--- config.mk ---
export PLATFORM = sky130hd
export DESIGN_NAME = fan_tachometer_rpm
export DESIGN_NICKNAME = d
export VERILOG_FILES = /design/src/fantach_pkg.sv /design/src/fantach_div.sv /design/src/fan_tachometer_rpm.sv
export SDC_FILE = /design/constraint.sdc
export NUM_CORES = 1
export LEC_CHECK = 0
export BUFFER_PORTS_ARGS = -buffer_cell sky130_fd_sc_hd__buf_4
export CAP_MARGIN = 20
export CORE_UTILIZATION = 60
export CTS_CLUSTER_SIZE = 25
export DETAILED_ROUTE_END_ITERATION = 8
export HOLD_SLACK_MARGIN = 0.12
export PLACE_DENSITY = 0.78
export SETUP_SLACK_MARGIN = 0.3
export SYNTH_ARGS = -nofsm -noshare
export SYNTH_HDL_FRONTEND = slang
export SYNTH_HIERARCHICAL = 1
export SYNTH_SLANG_ARGS = --single-unit
export TNS_END_PERCENT = 10
--- constraint.sdc ---
create_clock -name clk -period 22.1 [get_ports clk]
set_input_delay 2.21 -clock clk [delete_from_list [all_inputs] [get_ports clk]]
set_output_delay 2.21 -clock clk [all_outputs]
set_load 0.02 [all_outputs]
--- src/fantach_pkg.sv ---
// Package for the fan tachometer: widths, constants, state encoding and
// the request bundle sent to the serial divider. No dependencies.
package fantach_pkg;

  parameter int CHAN_W    = 2;
  parameter int CAP_W     = 16;
  parameter int OVF_W     = 8;
  parameter int RPM_W     = 23;
  parameter int QUO_W     = 24;
  parameter int DIV_STEPS = 24;
  parameter int DIV_CNT_W = 5;
  parameter int ADDR_W    = 3;
  parameter int DATA_W    = 32;

  parameter logic [QUO_W-1:0] RPM_NUM         = 24'd10000000;
  parameter logic [OVF_W-1:0] OVF_CAP         = 8'd254;
  parameter logic [OVF_W-1:0] NO_SIGNAL_RESET = 8'd2;

  // floor(x * 60 / 100) = floor(3x / 5); the divide by five is a multiply by
  // ceil(2^27 / 5) and a shift, exact for every 3x below 2^26.
  parameter int Q3_W        = 26;
  parameter int SCALE_MUL_W = 25;
  parameter int SCALE_SHIFT = 27;
  parameter int PROD_W      = 51;
  parameter logic [SCALE_MUL_W-1:0] SCALE_MUL = 25'd26843546;

  parameter logic FUNC_EDGE = 1'b0;
  parameter logic FUNC_TICK = 1'b1;

  // Register index decoded from paddr[ADDR_W-1:2].
  parameter logic REG_NO_SIGNAL_OVF = 1'b0;

  typedef enum logic [2:0] {
    ST_IDLE,
    ST_SETUP,
    ST_DIV,
    ST_SCALE,
    ST_FINISH
  } state_t;

  typedef struct packed {
    logic             start;
    logic [CAP_W-1:0] divisor;
  } div_req_t;

endpackage

--- src/fantach_div.sv ---
// Bit-serial restoring divider: 10000000 / divisor, one quotient bit a cycle.
// Depends on fantach_pkg.
module fantach_div (
  input  logic                              clk,
  input  logic                              rst_n,
  input  fantach_pkg::div_req_t             req,
  output logic                              done,
  output logic [fantach_pkg::QUO_W-1:0]     quotient
);

  logic [fantach_pkg::QUO_W-1:0]     quo_r;
  logic [fantach_pkg::CAP_W-1:0]     rem_r;
  logic [fantach_pkg::CAP_W-1:0]     div_r;
  logic [fantach_pkg::DIV_CNT_W-1:0] cnt_r;
  logic                              busy_r;
  logic                              done_r;

  logic [fantach_pkg::CAP_W:0]   rem_sh;
  logic [fantach_pkg::CAP_W+1:0] diff;
  logic                          fits;

  // The dividend shifts out of the top of quo_r while quotient bits enter below.
  assign rem_sh = {rem_r, quo_r[fantach_pkg::QUO_W-1]};
  assign diff   = {1'b0, rem_sh} - {2'b00, div_r};
  assign fits   = !diff[fantach_pkg::CAP_W+1];

  always_ff @(posedge clk) begin
    if (!rst_n) begin
      busy_r <= 1'b0;
      done_r <= 1'b0;
      cnt_r  <= '0;
    end else begin
      done_r <= 1'b0;
      if (req.start) begin
        busy_r <= 1'b1;
        cnt_r  <= fantach_pkg::DIV_CNT_W'(fantach_pkg::DIV_STEPS - 1);
      end else if (busy_r) begin
        if (cnt_r == '0) begin
          busy_r <= 1'b0;
          done_r <= 1'b1;
        end else begin
          cnt_r <= cnt_r - fantach_pkg::DIV_CNT_W'(1);
        end
      end
    end
  end

  always_ff @(posedge clk) begin
    if (req.start) begin
      quo_r <= fantach_pkg::RPM_NUM;
      rem_r <= '0;
      div_r <= req.divisor;
    end else if (busy_r) begin
      rem_r <= fits ? diff[fantach_pkg::CAP_W-1:0] : rem_sh[fantach_pkg::CAP_W-1:0];
      quo_r <= {quo_r[fantach_pkg::QUO_W-2:0], fits};
    end
  end

  assign done     = done_r;
  assign quotient = quo_r;

endmodule

--- src/fan_tachometer_rpm.sv ---
// Fan tachometer top level: per-channel capture state, control sequencer and APB register.
// Depends on fantach_pkg and fantach_div.
//
// Each input transfer is either a capture edge for one channel or an overflow tick for all
// channels, and produces exactly one result transfer reporting the named channel. Every other
// edge of a channel is captured (two pulses per revolution); the speed is
// floor(floor(10000000 / period) * 60 / 100) with period the 16-bit difference of the last two
// captures, and no_signal is set with rpm 0 when the channel's overflow count has reached the
// no_signal_overflows register (byte address 0, reset 2), when the period is zero, or when the
// channel is not implemented. One item is processed at a time: an item that needs a division
// runs through the 24-step bit-serial divider and then the scaling step, while a no-signal
// item skips both. The result sits in an output register, so the next input is accepted
// while a result waits to be taken. Write no_signal_overflows only while the block is idle.
module fan_tachometer_rpm #(
  parameter int CHANNELS = 4
) (
  input  logic                                clk,
  input  logic                                rst_n,
  input  logic                                in_valid,
  output logic                                in_ready,
  input  logic                                in_func,
  input  logic [fantach_pkg::CHAN_W-1:0]      in_channel,
  input  logic [fantach_pkg::CAP_W-1:0]       in_capture_value,
  output logic                                out_valid,
  input  logic                                out_ready,
  output logic [fantach_pkg::CHAN_W-1:0]      out_report_channel,
  output logic [fantach_pkg::RPM_W-1:0]       out_rpm,
  output logic                                out_no_signal,
  input  logic                                psel,
  input  logic                                penable,
  input  logic                                pwrite,
  input  logic [fantach_pkg::ADDR_W-1:0]      paddr,
  input  logic [fantach_pkg::DATA_W-1:0]      pwdata,
  output logic [fantach_pkg::DATA_W-1:0]      prdata,
  output logic                                pready
);

  localparam int CH_W = (CHANNELS > 1) ? $clog2(CHANNELS) : 1;

  // Per-channel state.
  logic                            skip_r   [CHANNELS];
  logic [fantach_pkg::CAP_W-1:0]   now_r    [CHANNELS];
  logic [fantach_pkg::CAP_W-1:0]   before_r [CHANNELS];
  logic [fantach_pkg::OVF_W-1:0]   ovf_r    [CHANNELS];

  logic [fantach_pkg::OVF_W-1:0]   thr_r;
  fantach_pkg::state_t             state_r, state_nxt;

  logic [fantach_pkg::CHAN_W-1:0]  ch_r;
  logic [CH_W-1:0]                 idx_r;
  logic                            ch_ok_r;
  logic                            res_nosig_r;
  logic [fantach_pkg::PROD_W-1:0]  prod_r;

  logic                            out_valid_r;
  logic [fantach_pkg::CHAN_W-1:0]  out_ch_r;
  logic [fantach_pkg::RPM_W-1:0]   out_rpm_r;
  logic                            out_nosig_r;

  logic                            in_xfer;
  logic                            in_ch_ok;
  logic [CH_W-1:0]                 in_idx;
  logic                            cfg_wr;
  logic                            cfg_hit;

  logic [fantach_pkg::CAP_W-1:0]   period;
  logic                            no_sig;
  logic                            out_load;
  fantach_pkg::div_req_t           div_req;
  logic                            div_done;
  logic [fantach_pkg::QUO_W-1:0]   quotient;
  logic [fantach_pkg::Q3_W-1:0]    q3;
  logic [fantach_pkg::PROD_W-1:0]  prod_nxt;
  logic [fantach_pkg::RPM_W-1:0]   rpm_calc;

  assign in_xfer  = in_valid && in_ready;
  assign in_ch_ok = int'(in_channel) < CHANNELS;
  assign in_idx   = CH_W'(in_channel);

  // ---------------- configuration register ----------------
  assign pready  = 1'b1;
  assign cfg_wr  = psel && penable && pwrite && pready;
  assign cfg_hit = paddr[fantach_pkg::ADDR_W-1:2] == fantach_pkg::REG_NO_SIGNAL_OVF;
  assign prdata  = cfg_hit ? {{(fantach_pkg::DATA_W - fantach_pkg::OVF_W){1'b0}}, thr_r} : '0;

  always_ff @(posedge clk) begin
    if (!rst_n) begin
      thr_r <= fantach_pkg::NO_SIGNAL_RESET;
    end else if (cfg_wr && cfg_hit) begin
      thr_r <= pwdata[fantach_pkg::OVF_W-1:0];
    end
  end

  // ---------------- channel state update on input transfer ----------------
  always_ff @(posedge clk) begin
    if (!rst_n) begin
      for (int i = 0; i < CHANNELS; i++) begin
        skip_r[i]   <= 1'b0;
        now_r[i]    <= '0;
        before_r[i] <= '0;
        ovf_r[i]    <= '0;
      end
    end else if (in_xfer) begin
      for (int i = 0; i < CHANNELS; i++) begin
        if (in_func == fantach_pkg::FUNC_TICK) begin
          if (ovf_r[i] < fantach_pkg::OVF_CAP) begin
            ovf_r[i] <= ovf_r[i] + fantach_pkg::OVF_W'(1);
          end
        end else if (in_ch_ok && in_idx == CH_W'(i)) begin
          ovf_r[i]  <= '0;
          skip_r[i] <= !skip_r[i];
          if (!skip_r[i]) begin
            before_r[i] <= now_r[i];
            now_r[i]    <= in_capture_value;
          end
        end
      end
    end
  end

  always_ff @(posedge clk) begin
    if (in_xfer) begin
      ch_r    <= in_channel;
      idx_r   <= in_idx;
      ch_ok_r <= in_ch_ok;
    end
  end

  // ---------------- report evaluation ----------------
  // An unimplemented channel forces no_sig before the array lookups matter.
  assign period = now_r[idx_r] - before_r[idx_r];
  assign no_sig = !ch_ok_r || (ovf_r[idx_r] >= thr_r) || (period == '0);

  fantach_div u_div (
    .clk      (clk),
    .rst_n    (rst_n),
    .req      (div_req),
    .done     (div_done),
    .quotient (quotient)
  );

  assign q3       = {1'b0, quotient, 1'b0} + {2'b00, quotient};
  assign prod_nxt = fantach_pkg::PROD_W'(q3) * fantach_pkg::PROD_W'(fantach_pkg::SCALE_MUL);
  assign rpm_calc = prod_r[fantach_pkg::SCALE_SHIFT + fantach_pkg::RPM_W - 1 :
                           fantach_pkg::SCALE_SHIFT];

  always_ff @(posedge clk) begin
    if (state_r == fantach_pkg::ST_SETUP) begin
      res_nosig_r <= no_sig;
    end
    if (state_r == fantach_pkg::ST_SCALE) begin
      prod_r <= prod_nxt;
    end
  end

  // ---------------- sequencer ----------------
  always_ff @(posedge clk) begin
    if (!rst_n) begin
      state_r <= fantach_pkg::ST_IDLE;
    end else begin
      state_r <= state_nxt;
    end
  end

  always_comb begin
    state_nxt = state_r;
    unique case (state_r)
      fantach_pkg::ST_IDLE: begin
        if (in_valid) state_nxt = fantach_pkg::ST_SETUP;
      end
      fantach_pkg::ST_SETUP: begin
        state_nxt = no_sig ? fantach_pkg::ST_FINISH : fantach_pkg::ST_DIV;
      end
      fantach_pkg::ST_DIV: begin
        if (div_done) state_nxt = fantach_pkg::ST_SCALE;
      end
      fantach_pkg::ST_SCALE: begin
        state_nxt = fantach_pkg::ST_FINISH;
      end
      fantach_pkg::ST_FINISH: begin
        if (out_load) state_nxt = fantach_pkg::ST_IDLE;
      end
      default: begin
        state_nxt = fantach_pkg::ST_IDLE;
      end
    endcase
  end

  always_comb begin
    in_ready        = 1'b0;
    div_req.start   = 1'b0;
    div_req.divisor = period;
    out_load        = 1'b0;
    unique case (state_r)
      fantach_pkg::ST_IDLE:   in_ready      = 1'b1;
      fantach_pkg::ST_SETUP:  div_req.start = !no_sig;
      fantach_pkg::ST_FINISH: out_load      = !out_valid_r || out_ready;
      default: ;
    endcase
  end

  // ---------------- output register ----------------
  always_ff @(posedge clk) begin
    if (!rst_n) begin
      out_valid_r <= 1'b0;
    end else if (out_load) begin
      out_valid_r <= 1'b1;
    end else if (out_ready) begin
      out_valid_r <= 1'b0;
    end
  end

  always_ff @(posedge clk) begin
    if (out_load) begin
      out_ch_r    <= ch_r;
      out_nosig_r <= res_nosig_r;
      out_rpm_r   <= res_nosig_r ? '0 : rpm_calc;
    end
  end

  assign out_valid          = out_valid_r;
  assign out_report_channel = out_ch_r;
  assign out_rpm            = out_rpm_r;
  assign out_no_signal      = out_nosig_r;

endmodule

==> results.sh <==
export IMPL_outcome="finished clean"
export IMPL_worstSkewPairLatency_ns=0.59
export IMPL_clock_skew_ns=0.0178
export IMPL_slowest_stage="xnor2_1"
export IMPL_rr_worst_depth=30
export IMPL_worst_pin_slew_ns=1.19
export IMPL_synth_ff_type="edfxtp_1"
export IMPL_r2r_start="u_div/quotient[0]$_SDFFE_PP0P_"
export IMPL_r2r_end="prod_r[49]$_DFFE_PP_"
export IMPL_dp_hpwl_um=41300
export IMPL_hold_viol_final=0
export IMPL_worstPathRequired_ns=22.43
export IMPL_crit_type="reg -> reg"
export IMPL_rows=76
export IMPL_start_kind="flop"
export IMPL_final_common_cell="inv_1"
export IMPL_final_setup_viol_count=0
export IMPL_layout_common_cells="inv_1 (455), ha_1 (332), fa_1 (245)"
export IMPL_syn_inst=2370
export IMPL_layout_min_cycle_time_ns=10.32
export IMPL_hold_depth=0
export IMPL_wl_per_cell_um=17.6
export IMPL_rsz0062_at_grt="no"
export IMPL_tns_ns=0
export IMPL_relSlewSlack=0.204
export IMPL_period_share=0.467
export IMPL_synth_top_cell_area_share=0.263
export IMPL_netlist_area_um2=26100
export IMPL_cp_max_fo=13
export IMPL_cts_inserted_buffers=31
export IMPL_async_reset_ff_frac=0
export IMPL_holdCritPathClass="reg -> reg"
export IMPL_cap_violations=0
export IMPL_die_w_um=211
export IMPL_num_fill_cells=3329
export IMPL_cts_setup_buffers=0
export IMPL_clk_pin_slew_ns=0.06
export IMPL_max_clock_path_buffers=3
export IMPL_grt_remaining_overflow=0
export IMPL_area_growth_pct=8.45
export IMPL_gp_congestion=0.936
export IMPL_antenna_found_initial=0
export IMPL_post_cts_resized=0
export IMPL_synth_enable_flop_cells=229
export IMPL_crit_path_frequent_cell="fa_1"
export IMPL_yosys_area_top_type="edfxtp_1"
export IMPL_final_max_slew_viol_count=0
export IMPL_numClockSinks=293
export IMPL_grt_max_degree=56
export IMPL_min_delay_start="idx_r[1]$_DFFE_PP_"
export IMPL_portBuffers=70
export IMPL_timing_fmax_mhz=96.9
export IMPL_grt_pass1_vias=18100
export IMPL_postCtsHoldBufs=0
export IMPL_cp_slowest_stage_delay_ns=0.76
export IMPL_synth_seq_cells=293
export IMPL_finalNetCount=3080
export IMPL_cts_tree="yes"
export IMPL_h_tree_depth=1
export IMPL_grt_pass1_wl_um=87700
export IMPL_grtUsageTotal=0.248
export IMPL_cp_end_kind="flop"
export IMPL_ys_warn_count=6
export IMPL_synth_distinct_cells=88
export IMPL_drc_errors=0
export IMPL_antenna_diode_count=0
export IMPL_drtAntennaViolNets=0
export IMPL_r2r_slack_ns=11.78
export IMPL_die_y_um=211
export IMPL_worst_ep_arrival_time_ns=10.64
export IMPL_viasPerCell=5.56
export IMPL_avgSynthCellArea_um2=11.0
export IMPL_synth_seq_area_share=0.313
export IMPL_min_to="out_report_channel[1]$_DFFE_PP_"
export IMPL_vias=16900
export IMPL_layout_drive_gt1_share=0.0897
export IMPL_wl_um=53600
export IMPL_dieArea_um2=44300
export IMPL_root_buffer="clkbuf_16"
export IMPL_drtIter0Drc=971
export IMPL_pin_count=122
export IMPL_coreArea_um2=43000
export IMPL_first_pass_iters=5
export IMPL_ys_top_cells_by_area="edfxtp_1 (26%), fa_1 (19%), ha_1 (16%)"
export IMPL_initial_core_util=0.607
==> logic make-up (layout without fill, tap and decap cells) <==
family,after synthesis,after routing,share of synthesized area
fa+ha+maj,577,577,0.347
buf+inv,533,605,0.0807
simple gates,522,522,0.107
flops,293,293,0.313
compound gates,280,280,0.0758
xor+xnor,97,97,0.0326
mux,66,66,0.0441
other cells,2,25,0.000288
==> registers in the layout (all words and copies together) (netlist names), 5 cells and up, named ones only <==
name            flops
prod_r             23
ovf_r              32
now_r              64
u_div/quotient     24
u_div/div_r        16
out_rpm            23
u_div/cnt_r         5
u_div/rem_r        16
before_r           64
thr_r               8
==> worst max path at each step <==
stage,start,endpoint,slack [ns],depth (start not counted)
floorplan,u_div/quotient[0]$_SDFFE_PP0P_,prod_r[49]$_DFFE_PP_,13.57,30
global placement,u_div/quotient[0]$_SDFFE_PP0P_,prod_r[49]$_DFFE_PP_,11.94,30
detailed placement,u_div/quotient[0]$_SDFFE_PP0P_,prod_r[49]$_DFFE_PP_,11.80,30
CTS,u_div/quotient[0]$_SDFFE_PP0P_,prod_r[49]$_DFFE_PP_,11.77,30
global route,u_div/quotient[0]$_SDFFE_PP0P_,prod_r[49]$_DFFE_PP_,11.20,30
finish,u_div/quotient[0]$_SDFFE_PP0P_,prod_r[49]$_DFFE_PP_,11.78,30
==> synthesized netlist by cell type (4+ instances only) <==
cell type  count
inv_1        455
ha_1         332
fa_1         245
edfxtp_1     229
and2_1       136
nor2_1       119
nand2_1       74
dfxtp_1       64
a21oi_1       53
xnor2_1       52
o21ai_0       45
xor2_1        45
clkbuf_1      42
mux4_2        39
nand3_1       38
nor2b_1       38
a21o_1        35
buf_4         26
mux2i_1       26
nor3_1        26
and3_1        23
o21a_1        22
a211oi_1      16
a21boi_0      14
nand2b_1      14
a31oi_1       12
o211ai_1       9
o21ai_1        9
buf_1          8
nand4_1        8
o2111ai_1      7
a311oi_1       6
nor4_1         6
or3_1          6
o21bai_1       5
a211o_1        4
a41oi_1        4
nor3b_1        4
or2_2          4
==> metrics by stage <==
stage / utilization / hold slack [ns] / setup slack [ns] / area [µm²] / cells
after global routing: 0.659 / 0.467 / 11.20 / 28300 / 3050
final: 0.659 / 0.450 / 11.78 / 28300 / 3050
after CTS: 0.658 / 0.451 / 11.77 / 28300 / 3049
after global placement: 0.634 / 0.427 / 11.94 / 27200 / 2992
after detailed placement: 0.634 / 0.450 / 11.80 / 27300 / 2993
after floorplan: - / 0.426 / 13.57 / 26200 / 2393
==> worst max-delay path: cells and delay by family, from the launching register on <==
| kind | cells | cell delay, ns |
|---|---|---|
| xor gates and xnor gates | 1 | 0.76 |
| muxes | 1 | 0.23 |
| and+or+nand+nor | 4 | 0.36 |
| DFF | 1 | 0.58 |
| adders and majority gates | 10 | 4.48 |
| buffers and inverters | 2 | 0.09 |
| AOI/OAI and AO/OA | 12 | 3.56 |
==> per-layer routing <==
metal / vias to the layer above / share of wire / track usage
met1: 8438 / 0.42 / 0.313
li1: 8054 / - / -
met2: 384 / 0.51 / 0.450
met3: 73 / 0.045 / 0.0332
met4: 0 / 0.019 / 0.0627
met5: - / 0 / 0
==> final cells by class <==
| class | count | area, µm² | area share |
|---|---|---|---|
| clock inverter | 12 | 114 | 0.00402 |
| tap | 585 | 732 | 0.0259 |
| timing repair buffer | 93 | 722 | 0.0255 |
| clock buffer | 44 | 907 | 0.0320 |
| sequential | 293 | 8160 | 0.288 |
| multi-input combinational | 1567 | 16000 | 0.564 |
| inverter | 456 | 1710 | 0.0605 |
Power is not shown: default switching activity piles up to over one toggle a cycle in this logic, so the estimate is an artifact.
